**config.mk**
```make
export PLATFORM = sky130hd
export DESIGN_NAME = xmodem_crc_block_receiver_core
export DESIGN_NICKNAME = d
export VERILOG_FILES = /design/src/design/xmcrc_pkg.sv /design/src/design/xmodem_crc_block_receiver_core.sv
export SDC_FILE = /design/constraint.sdc
export NUM_CORES = 1
export LEC_CHECK = 0
export ABC_AREA = 0
export BUFFER_PORTS_ARGS = -buffer_cell sky130_fd_sc_hd__buf_4
export CAP_MARGIN = 30
export CELL_PAD_IN_SITES_DETAIL_PLACEMENT = 1
export CELL_PAD_IN_SITES_GLOBAL_PLACEMENT = 1
export CORE_MARGIN = 2
export CORE_UTILIZATION = 50
export CTS_CLUSTER_SIZE = 25
export DETAILED_ROUTE_END_ITERATION = 8
export GPL_TIMING_DRIVEN = 1
export PLACE_DENSITY_LB_ADDON = 0.1
export SLEW_MARGIN = 25
export SYNTH_ARGS = -nofsm -noshare
export SYNTH_HDL_FRONTEND = slang
export SYNTH_SLANG_ARGS = --single-unit
```
**constraint.sdc**
```tcl
create_clock -name clk -period 5.35 [get_ports clk]
set_clock_uncertainty 0.05 [all_clocks]
set_input_delay 0.2675 -clock clk [delete_from_list [all_inputs] [get_ports clk]]
set_output_delay 0.2675 -clock clk [all_outputs]
set_load 0.02 [all_outputs]
```
**src/design/xmcrc_pkg.sv**
```systemverilog
// ----------------------------------------------------------------------------
// xmcrc_pkg
// Types, codes and the CRC-16 byte update shared by the XMODEM-CRC receiver.
// ----------------------------------------------------------------------------
package xmcrc_pkg;

  // Payload bytes in one block
  localparam int unsigned BLOCK_BYTES = 128;

  // Protocol characters
  localparam logic [7:0] CH_SOH = 8'h01;
  localparam logic [7:0] CH_EOT = 8'h04;
  localparam logic [7:0] CH_ACK = 8'h06;
  localparam logic [7:0] CH_NAK = 8'h15;
  localparam logic [7:0] CH_C   = 8'h43;

  localparam logic [15:0] CRC_POLY = 16'h1021;
  localparam logic [7:0]  ERROR_LIMIT_RESET = 8'd10;

  // Input opcodes
  typedef enum logic [1:0] {
    OP_BYTE    = 2'd0,
    OP_TIMEOUT = 2'd1,
    OP_START   = 2'd2,
    OP_NONE    = 2'd3
  } opcode_t;

  // Transfer status
  typedef enum logic [1:0] {
    FIN_RUNNING  = 2'd0,
    FIN_COMPLETE = 2'd1,
    FIN_ABORTED  = 2'd2
  } finished_t;

  // Receiver phase
  typedef enum logic [3:0] {
    PH_IDLE  = 4'd0,
    PH_HDR   = 4'd1,
    PH_AFTER = 4'd2,
    PH_SEQ   = 4'd3,
    PH_COMP  = 4'd4,
    PH_DATA  = 4'd5,
    PH_CRCHI = 4'd6,
    PH_CRCLO = 4'd7,
    PH_DRAIN = 4'd8,
    PH_DONE  = 4'd9,
    PH_ABORT = 4'd10
  } phase_t;

  typedef struct packed {
    logic [1:0] opcode;
    logic [7:0] rx_byte;
  } in_t;

  typedef struct packed {
    logic       reply_valid;
    logic [7:0] reply_byte;
    logic       data_valid;
    logic [7:0] data_byte;
    logic       block_commit;
    logic       block_discard;
    logic [1:0] finished;
  } out_t;

  // CRC-16, polynomial 0x1021, MSB first, one byte
  function automatic logic [15:0] crc_update(input logic [15:0] crc, input logic [7:0] b);
    logic [15:0] c;
    c = crc ^ {b, 8'h00};
    for (int i = 0; i < 8; i++) begin
      if (c[15]) begin
        c = {c[14:0], 1'b0} ^ CRC_POLY;
      end else begin
        c = {c[14:0], 1'b0};
      end
    end
    return c;
  endfunction

endpackage

```
**src/design/xmodem_crc_block_receiver_core.sv**
```systemverilog
// ----------------------------------------------------------------------------
// xmodem_crc_block_receiver_core
// XMODEM-CRC receiver: header and sequence checks, streamed CRC-16 payload,
// commit or discard per block, reply bytes and error budget.
// ----------------------------------------------------------------------------
//
//  Channel | Signals                       | Beat
//  --------+-------------------------------+-----------------------------------
//  in      | in_valid, in_ready, in_data   | one opcode and received byte
//  out     | out_valid, out_ready, out_data| one result for every input beat
//  cfg     | cfg_valid, cfg_ready, cfg_data| error_limit write, always ready
//
//  Each input beat is decoded into the result register; one beat per cycle is
//  sustained while out is ready. The single result register sets the figure:
//  in_ready is high while it is empty or being drained in the same cycle, so a
//  stall on out holds the input side only once the register is full. Reset
//  (rst, synchronous) puts the receiver in idle with error_limit at 10.
//
module xmodem_crc_block_receiver_core (
  input  logic            clk,
  input  logic            rst,
  input  logic            in_valid,
  output logic            in_ready,
  input  xmcrc_pkg::in_t  in_data,
  output logic            out_valid,
  input  logic            out_ready,
  output xmcrc_pkg::out_t out_data,
  input  logic            cfg_valid,
  output logic            cfg_ready,
  input  logic [7:0]      cfg_data
);
  import xmcrc_pkg::*;

  logic [7:0]  error_limit;
  phase_t      phase, phase_next;
  logic [7:0]  last_good_seq, last_good_seq_next;
  logic [7:0]  header_seq, header_seq_next;
  logic [6:0]  byte_index, byte_index_next;
  logic [15:0] crc_acc, crc_acc_next;
  logic [7:0]  crc_high, crc_high_next;
  logic [9:0]  error_count, error_count_next;
  logic [7:0]  error_budget, error_budget_next;
  logic [7:0]  pending_reply, pending_reply_next;
  logic        block_bad, block_bad_next;
  out_t        result;

  logic        take;
  opcode_t     op;
  logic [7:0]  b;
  logic        comp_ok, seq_is_next, seq_is_dup, crc_ok, last_byte;
  logic [8:0]  comp_sum;

  assign in_ready  = !out_valid || out_ready;
  assign take      = in_valid && in_ready;
  assign cfg_ready = 1'b1;
  assign op        = opcode_t'(in_data.opcode);
  assign b         = in_data.rx_byte;

  // Decode header and CRC checks
  assign comp_sum    = {1'b0, header_seq} + {1'b0, b};
  assign comp_ok     = (comp_sum == 9'd255);
  assign seq_is_next = (header_seq == last_good_seq + 8'd1);
  assign seq_is_dup  = (header_seq == last_good_seq);
  assign crc_ok      = !block_bad && ({crc_high, b} == crc_acc);
  assign last_byte   = (byte_index == 7'(BLOCK_BYTES - 1));

  // Next state
  always_comb begin
    logic [9:0] cnt;
    cnt                = error_count;
    phase_next         = phase;
    last_good_seq_next = last_good_seq;
    header_seq_next    = header_seq;
    byte_index_next    = byte_index;
    crc_acc_next       = crc_acc;
    crc_high_next      = crc_high;
    error_count_next   = error_count;
    error_budget_next  = error_budget;
    pending_reply_next = pending_reply;
    block_bad_next     = block_bad;
    unique case (op)
      OP_START: begin
        last_good_seq_next = '0;
        header_seq_next    = '0;
        byte_index_next    = '0;
        crc_acc_next       = '0;
        crc_high_next      = '0;
        error_count_next   = '0;
        error_budget_next  = error_limit;
        pending_reply_next = CH_C;
        block_bad_next     = 1'b0;
        phase_next         = PH_HDR;
      end
      OP_BYTE: begin
        unique case (phase)
          PH_HDR, PH_AFTER: begin
            phase_next = PH_HDR;
            if (b == CH_SOH) begin
              phase_next = PH_SEQ;
            end else if (b == CH_EOT) begin
              phase_next = (error_count < {2'b00, error_budget}) ? PH_DONE : PH_ABORT;
            end
          end
          PH_SEQ: begin
            header_seq_next = b;
            phase_next      = PH_COMP;
          end
          PH_COMP: begin
            if (!comp_ok) begin
              cnt                = error_count + 10'd1;
              error_count_next   = cnt;
              pending_reply_next = CH_NAK;
              phase_next         = (cnt > {2'b00, error_budget}) ? PH_ABORT : PH_AFTER;
            end else if (seq_is_next) begin
              crc_acc_next    = '0;
              byte_index_next = '0;
              block_bad_next  = 1'b0;
              phase_next      = PH_DATA;
            end else if (seq_is_dup) begin
              phase_next = PH_DRAIN;
            end else begin
              // Sequence jump: charge the whole limit, then the error itself
              cnt                = error_count + {2'b00, error_limit} + 10'd1;
              error_count_next   = cnt;
              pending_reply_next = CH_NAK;
              phase_next         = (cnt > {2'b00, error_budget}) ? PH_ABORT : PH_AFTER;
            end
          end
          PH_DATA: begin
            crc_acc_next = crc_update(crc_acc, b);
            if (last_byte) begin
              byte_index_next = '0;
              phase_next      = PH_CRCHI;
            end else begin
              byte_index_next = byte_index + 7'd1;
            end
          end
          PH_CRCHI: begin
            crc_high_next = b;
            phase_next    = PH_CRCLO;
          end
          PH_CRCLO: begin
            block_bad_next = 1'b0;
            if (crc_ok) begin
              last_good_seq_next = last_good_seq + 8'd1;
              error_count_next   = '0;
              error_budget_next  = error_limit;
              phase_next         = PH_AFTER;
            end else begin
              cnt                = error_count + 10'd1;
              error_count_next   = cnt;
              pending_reply_next = CH_NAK;
              phase_next         = (cnt > {2'b00, error_budget}) ? PH_ABORT : PH_AFTER;
            end
          end
          default: begin
          end
        endcase
      end
      OP_TIMEOUT: begin
        unique case (phase)
          PH_HDR, PH_SEQ, PH_COMP, PH_DRAIN: begin
            cnt                = error_count + 10'd1;
            error_count_next   = cnt;
            pending_reply_next = CH_NAK;
            phase_next         = (cnt > {2'b00, error_budget}) ? PH_ABORT : PH_AFTER;
          end
          PH_AFTER: begin
            cnt              = error_count + 10'd1;
            error_count_next = cnt;
            phase_next       = (cnt > {2'b00, error_budget}) ? PH_ABORT : PH_HDR;
          end
          PH_DATA: begin
            block_bad_next = 1'b1;
          end
          PH_CRCHI, PH_CRCLO: begin
            // Discard counts once, then the normal error path counts again
            block_bad_next     = 1'b0;
            cnt                = error_count + 10'd2;
            error_count_next   = cnt;
            pending_reply_next = CH_NAK;
            phase_next         = (cnt > {2'b00, error_budget}) ? PH_ABORT : PH_AFTER;
          end
          default: begin
          end
        endcase
      end
      default: begin
      end
    endcase
  end

  // Result fields
  always_comb begin
    result = '0;
    unique case (op)
      OP_START: begin
        result.reply_valid   = 1'b1;
        result.reply_byte    = CH_C;
        result.block_discard = (phase == PH_DATA) || (phase == PH_CRCHI) ||
                               (phase == PH_CRCLO);
      end
      OP_BYTE: begin
        unique case (phase)
          PH_HDR, PH_AFTER: begin
            if (b == CH_EOT && error_count < {2'b00, error_budget}) begin
              result.reply_valid = 1'b1;
              result.reply_byte  = CH_ACK;
            end
          end
          PH_COMP: begin
            if (!comp_ok) begin
              result.reply_valid = 1'b1;
              result.reply_byte  = pending_reply;
            end else if (!seq_is_next && !seq_is_dup) begin
              result.reply_valid = 1'b1;
              result.reply_byte  = CH_EOT;
            end
          end
          PH_DATA: begin
            result.data_valid = 1'b1;
            result.data_byte  = b;
          end
          PH_CRCLO: begin
            result.reply_valid = 1'b1;
            if (crc_ok) begin
              result.block_commit = 1'b1;
              result.reply_byte   = CH_ACK;
            end else begin
              result.block_discard = 1'b1;
              result.reply_byte    = pending_reply;
            end
          end
          default: begin
          end
        endcase
      end
      OP_TIMEOUT: begin
        unique case (phase)
          PH_HDR, PH_SEQ, PH_COMP: begin
            result.reply_valid = 1'b1;
            result.reply_byte  = pending_reply;
          end
          PH_CRCHI, PH_CRCLO: begin
            result.reply_valid   = 1'b1;
            result.reply_byte    = pending_reply;
            result.block_discard = 1'b1;
          end
          PH_DRAIN: begin
            result.reply_valid = 1'b1;
            result.reply_byte  = CH_ACK;
          end
          default: begin
          end
        endcase
      end
      default: begin
      end
    endcase
    if (phase_next == PH_DONE) begin
      result.finished = FIN_COMPLETE;
    end else if (phase_next == PH_ABORT) begin
      result.finished = FIN_ABORTED;
    end else begin
      result.finished = FIN_RUNNING;
    end
  end

  // Configuration register
  always_ff @(posedge clk) begin
    if (rst) begin
      error_limit <= ERROR_LIMIT_RESET;
    end else if (cfg_valid && cfg_ready) begin
      error_limit <= cfg_data;
    end
  end

  // Advance receiver state on each accepted beat
  always_ff @(posedge clk) begin
    if (rst) begin
      phase         <= PH_IDLE;
      last_good_seq <= '0;
      header_seq    <= '0;
      byte_index    <= '0;
      crc_acc       <= '0;
      crc_high      <= '0;
      error_count   <= '0;
      error_budget  <= ERROR_LIMIT_RESET;
      pending_reply <= CH_C;
      block_bad     <= 1'b0;
    end else if (take) begin
      phase         <= phase_next;
      last_good_seq <= last_good_seq_next;
      header_seq    <= header_seq_next;
      byte_index    <= byte_index_next;
      crc_acc       <= crc_acc_next;
      crc_high      <= crc_high_next;
      error_count   <= error_count_next;
      error_budget  <= error_budget_next;
      pending_reply <= pending_reply_next;
      block_bad     <= block_bad_next;
    end
  end

  // Hold the result until the downstream side takes it
  always_ff @(posedge clk) begin
    if (rst) begin
      out_valid <= 1'b0;
    end else if (take) begin
      out_valid <= 1'b1;
    end else if (out_ready) begin
      out_valid <= 1'b0;
    end
  end

  always_ff @(posedge clk) begin
    if (take) begin
      out_data <= result;
    end
  end

endmodule

```
Word-level counts from Yosys, hierarchy flattened
Index checks and enable logic that the tools add are counted.

Register bits: 109. Input bits: 23. Output and inout bits: 25.

$add $sub $neg: 7. Order comparisons: 4. Eq/ne operators: 33. Mux-type cells: 91. Bitwise operators: 9. Reduce and logical (&&, ||, !) cells: 30.

Operators by type and width (count): $mux 16 (16); $mux 13 (8); $mux 8 (12); $pmux 8 s2 (5); $pmux 16 s2 (2); $pmux 9 s3 (2); $mux 4 (11); $mux 10 (4); $pmux 10 s2 (2); $mux 9 (4); $gt 10x8->1 (3); $pmux 10 s3 (1); $pmux 7 s2 (2); $not 3->3 (8); $pmux 4 s3 (2); $pmux 4 s6 (1); $pmux 8 s3 (1); $mux 7 (3); $ne 3x3->1 const B (7); $add 10x1->10 const B (2); $pmux 9 s2 (1); $eq 16x16->1 (1); $eq 4x3->1 const B (4); $eq 8x8->1 (2); other kinds (38) (70).

Longest topological paths before layout
Depth after elaboration: 33. Depth in mapped cells: 17. Gate-level depth less buffers: 17.

Least setup slack after synthesis
Ideal clock, no wire load.

Path kind: reg-to-reg. Start: register error_count[0]. End: register out_data[1] (netlist name) (data pin). Library setup time: 0.256 ns. Data arrival time: 3.280 ns. Setup slack: 1.763 ns. Cell stages (with the launch flop): 18. Clock period less this slack: 3.587 ns. Path through: dfxtp_1 > inv_1 > ha_1 > inv_1 > fa_1 > a211oi_1 > nor2_1 > o21a_1 > nor2_1 > xnor2_1 > ha_1 > a2111oi_0 > nand2_1 > a31oi_1 > o31ai_1 > o311a_1 > a211oi_2 > and4bb_1.

Longest elaborated chain between the ends: 11. Elaborated cells between the ends (all ways): 25.

RTL lines: from (decl) (RTL line xmodem_crc_block_receiver_core.sv:41) `logic [9:0] error_count, error_count_next;`; from (signal assigned) (RTL line xmodem_crc_block_receiver_core.sv:298) `error_count <= error_count_next;`; $add 10x8->10 (RTL line xmodem_crc_block_receiver_core.sv:123) `cnt = error_count + {2'b00, error_limit} + 10'd1;`; $add 10x1->10 (RTL line xmodem_crc_block_receiver_core.sv:123); $gt 10x8->1 (RTL line xmodem_crc_block_receiver_core.sv:126) `phase_next = (cnt > {2'b00, error_budget}) ? PH_ABORT : PH_AFTER;`; $mux 4 (RTL line xmodem_crc_block_receiver_core.sv:126); $mux 4 (RTL line xmodem_crc_block_receiver_core.sv:119) `end else if (seq_is_dup) begin`; $mux 4 (RTL line xmodem_crc_block_receiver_core.sv:114) `end else if (seq_is_next) begin`; $mux 4 (RTL line xmodem_crc_block_receiver_core.sv:109) `if (!comp_ok) begin`; $pmux 4 s6 (RTL line xmodem_crc_block_receiver_core.sv:95) `unique case (phase)`; $pmux 4 s3 * (RTL line xmodem_crc_block_receiver_core.sv:81) `unique case (op)`; $eq 4x4->1 (RTL line xmodem_crc_block_receiver_core.sv:262) `end else if (phase_next == PH_ABORT) begin`; $mux 2 (RTL line xmodem_crc_block_receiver_core.sv:262); to (signal assigned) (RTL line xmodem_crc_block_receiver_core.sv:318) `out_data <= result;`; to (decl) (RTL line xmodem_crc_block_receiver_core.sv:27) `output xmcrc_pkg::out_t out_data,`.

Every way passes the cells marked *; elsewhere a longest branch is shown, timed or not. A chain may end at the register's enable or synchronous reset.

Final worst setup path
Start: register error_count[3]. End: register out_data[1] (netlist name) (data pin).

The elaborated chain is that of the path after synthesis.

==> impl_metrics.py <==
metrics = {
    "logic_synthesis": {
        "ys_warn_count": 0,
        "ys.flop_type": "dfxtp_1",
        "synth_top_family_by_area": "simple AND/OR/NAND/NOR gates",
        "async_reset_ff_share_pct": 0,
        "ys_ff_latch": 100,
        "synthMuxAreaShare_pct": 1.65,
        "yosys.area_share.adder_pct": 9.48,
        "netlist_area_sq_mm": 0.00728,
        "ys_seq_area_share_pct": 30.1,
        "synth-xor-area-share_pct": 9.98,
        "synth-simple-area-share_pct": 22.9,
        "syn_inst": 919,
        "synth_cell_type_count": 72,
        "synth_compound_area_share_pct": 20.6,
        "syn_avg_cell_area_sq_um": 7.93,
        "synth-edff-count": 19,
    },
    "setup_path": {
        "critPathKind": "reg -> reg",
        "end_kind": "register",
        "cp.required_ns": 5.43,
        "rr_endpoint": "out_data[1]",
        "reg2reg_slack_ns": 1.18,
        "r2r_start": "error_count[3]",
        "worstPathArrival_ns": 4.24,
        "critPathMaxFanout": 11,
        "critPathLaunchType": "register",
        "reg2reg_depth": 13,
    },
    "clock_network": {
        "clk_latency_ns": 0.37,
        "numCtsBuffers": 9,
        "ctsHtreeMaxLevel": 3,
        "cts_tree": "built",
        "post-cts-setup-buffers": 0,
        "clock-sinks": 100,
        "clock-root-buffer": "clkbuf_16",
        "post_cts_resized": 0,
        "cts_buffer_depth": 2,
        "hold_buffers": 0,
        "cts.clk_slew.worst_paths_ns": 0.08,
    },
    "power": {
        "ir_drop_uv": 185,
        "p_sw_mw": 0.611,
        "cellLeakagePower_nw": 3.25,
        "seqPwrFrac_pct": 44.0,
        "comb_power_share_pct": 20.1,
        "switching_share_pct": 32.7,
        "p_per_area_mw_per_mm2": 235,
        "pwr-share-clk_pct": 35.9,
        "internal-power_mw": 1.26,
    },
    "die": {
        "core_area_sq_mm": 0.0144,
        "rows": 44,
        "die_h_microns": 125,
        "dieArea_sq_mm": 0.0156,
        "chipWidth_microns": 125,
        "initial_core_util_pct": 50.7,
        "io_pins": 48,
    },
    "drt": {
        "drc_errors": 0,
        "routed_via_density": 6.29,
        "vias": 7008,
        "routed_wirelength_microns": 23600,
        "post_drt_wl_per_cell_microns": 21.1,
        "wl_met1_microns": 10400,
        "top_layer_used": "met4",
        "dr.pass1.iters": 5,
        "met3WireLength_microns": 989,
        "ant_nets": 0,
        "drtIter0Drc": 663,
        "route.met2.wl_microns": 11400,
    },
    "layout": {
        "fin_nets": 1003,
        "area_delta_synth_final_pct": 9.07,
        "diodes": 0,
        "drive_gt1_share_pct": 8.81,
    },
    "global_route": {
        "overflow": 0,
        "grt_antenna_before_repair": 1,
        "grt_pass1_vias": 7382,
        "grt_pass1_wl_microns": 38300,
        "grt_max_degree": 69,
        "track_usage_pct": 30.4,
    },
    "place": {
        "detailedPlace.worstSlack_ns": 1.28,
        "place_congestion": 0.900,
        "hpwl_microns": 17500,
        "numPortBuffers": 43,
    },
    "sta": {
        "min_period_ns": 4.17,
        "max_slew_margin_pct": 36.4,
        "tightest_slew_ns": 0.947,
        "slew_viol_final": 0,
        "finalHoldViolCount": 0,
        "setup_tns_ns": 0,
        "fin_crit_sh_pct": 77.9,
        "layout_setup_ws_ns": 1.18,
        "fmax_ghz": 0.240,
        "rsz0062_at_grt": "no",
        "setup_viol": 0,
    },
    "worst_hold_path": {
        "min_to": "error_limit[3]",
        "hp-start": "cfg_data[3]",
        "hp-class": "in -> reg",
        "hold_path_depth": 3,
    },
    "job": {
        "cap_violations": 0,
    },
    "outcome": {
        "status": "finished, final reports clean",
    },
}
## metrics by stage
stage / instances / power [mW] / utilization, % / area [sq um] / hold slack [ns]
finish: 1115 / 1.87 / 55.3 / 7950 / 0.0729
global route: 1115 / 1.94 / 55.3 / 7950 / 0.0780
CTS: 1114 / 1.87 / 55.2 / 7940 / 0.0616
detailed placement: 1098 / 1.20 / 53.2 / 7650 / 0.428
global placement: 1096 / 1.18 / 53.0 / 7620 / 0.415
floorplan: 921 / 1.08 / - / 7290 / 0.346
## cells by family (layout without fill, tap and decap cells)
family | after synthesis | count (layout)
AND/OR/NAND/NOR | 352 | 352
AO/OA/AOI/OAI | 229 | 229
flip-flops | 100 | 100
buffers and inverters | 87 | 97
XOR/XNOR | 83 | 83
adder cells (fa/ha/maj) | 54 | 54
multiplexers | 12 | 12
other | 2 | 4
## layout make-up
type / count / area, sq um
Timing Repair Buffer: 50 / 383
Clock buffer: 9 / 225
Fill cell: 1774 / 6420
Tap cell: 184 / 230
Sequential cell: 100 / 2190
Clock inverter: 7 / 66.3
Multi-Input combinational cell: 734 / 4730
Inverter: 31 / 116
## registers in the layout, summed over array words and instances (netlist names)
signal,cells
phase,4
error_count,10
byte_index,7
pending_reply,2
last_good_seq,8
error_limit,8
error_budget,8
header_seq,8
block_bad,1
out_valid,1
crc_high,8
crc_acc,16
out_data,19
## Yosys cell counts (all sizes together), types with 22 or more instances
master	n	area, sq um
dfxtp	81	1620
clkbuf	37	139
xnor2	28	245
o21ai	37	185
xor2	55	482
inv	28	105
nor3	22	110
nor2	97	367
nand3	48	240
ha	52	651
a21oi	82	410
nand2	101	384
## metal layers
layer,up-vias,track usage [%]
met5,-,0
met4,0,11.6
met3,63,5.58
met2,198,52.0
met1,3462,38.1
li1,3285,-
## worst max path at each step
| stage | end | slack [ns] | cells past startpoint | from |
|---|---|---|---|---|
| after global placement | out_data[1] | 1.42 | 13 | error_count[3] |
| after detailed placement | out_data[1] | 1.28 | 13 | error_count[3] |
| after CTS | out_data[1] | 1.21 | 13 | error_count[3] |
| after floorplan | out_data[1] | 1.76 | 17 | error_count[0] |
| after global routing | out_data[1] | 0.97 | 13 | error_count[3] |
| final | out_data[1] | 1.18 | 13 | error_count[3] |
## power by group through the flow
stage | combinational (mW) | sequential (mW) | clock, mW
after floorplan | 0.253 | 0.832 | 0
after CTS | 0.371 | 0.821 | 0.682
after detailed placement | 0.367 | 0.838 | 0
after global routing | 0.408 | 0.826 | 0.709
after global placement | 0.347 | 0.836 | 0
final | 0.376 | 0.822 | 0.671
## cell usage in the layout (no fill, tap or decap), drive strengths merged, types with 12 or more instances in the layout
cell    count
xnor2      28
edfxtp     19
o21ai      37
dfxtp      81
nor2       97
buf        49
nand4      14
mux2i      12
nand3      48
and2       15
nand2     101
xor2       55
a21oi      82
o211ai     13
a211oi     17
ha         52
nor3       22
inv        33
## worst max-delay path, cell delays in order (launching register included)
cell and delay, ns:
dfxtp_1 0.59, ha_1 0.37, and3_1 0.20, a211oi_1 0.43, o21ai_0 0.22, xor2_1 0.23, ha_1 0.30, a2111oi_0 0.40
nand2_1 0.09, a31oi_1 0.15, o31ai_1 0.09, o311a_1 0.34, a211oi_2 0.25, and4bb_1 0.22
Power figures use the tool's default switching activity.
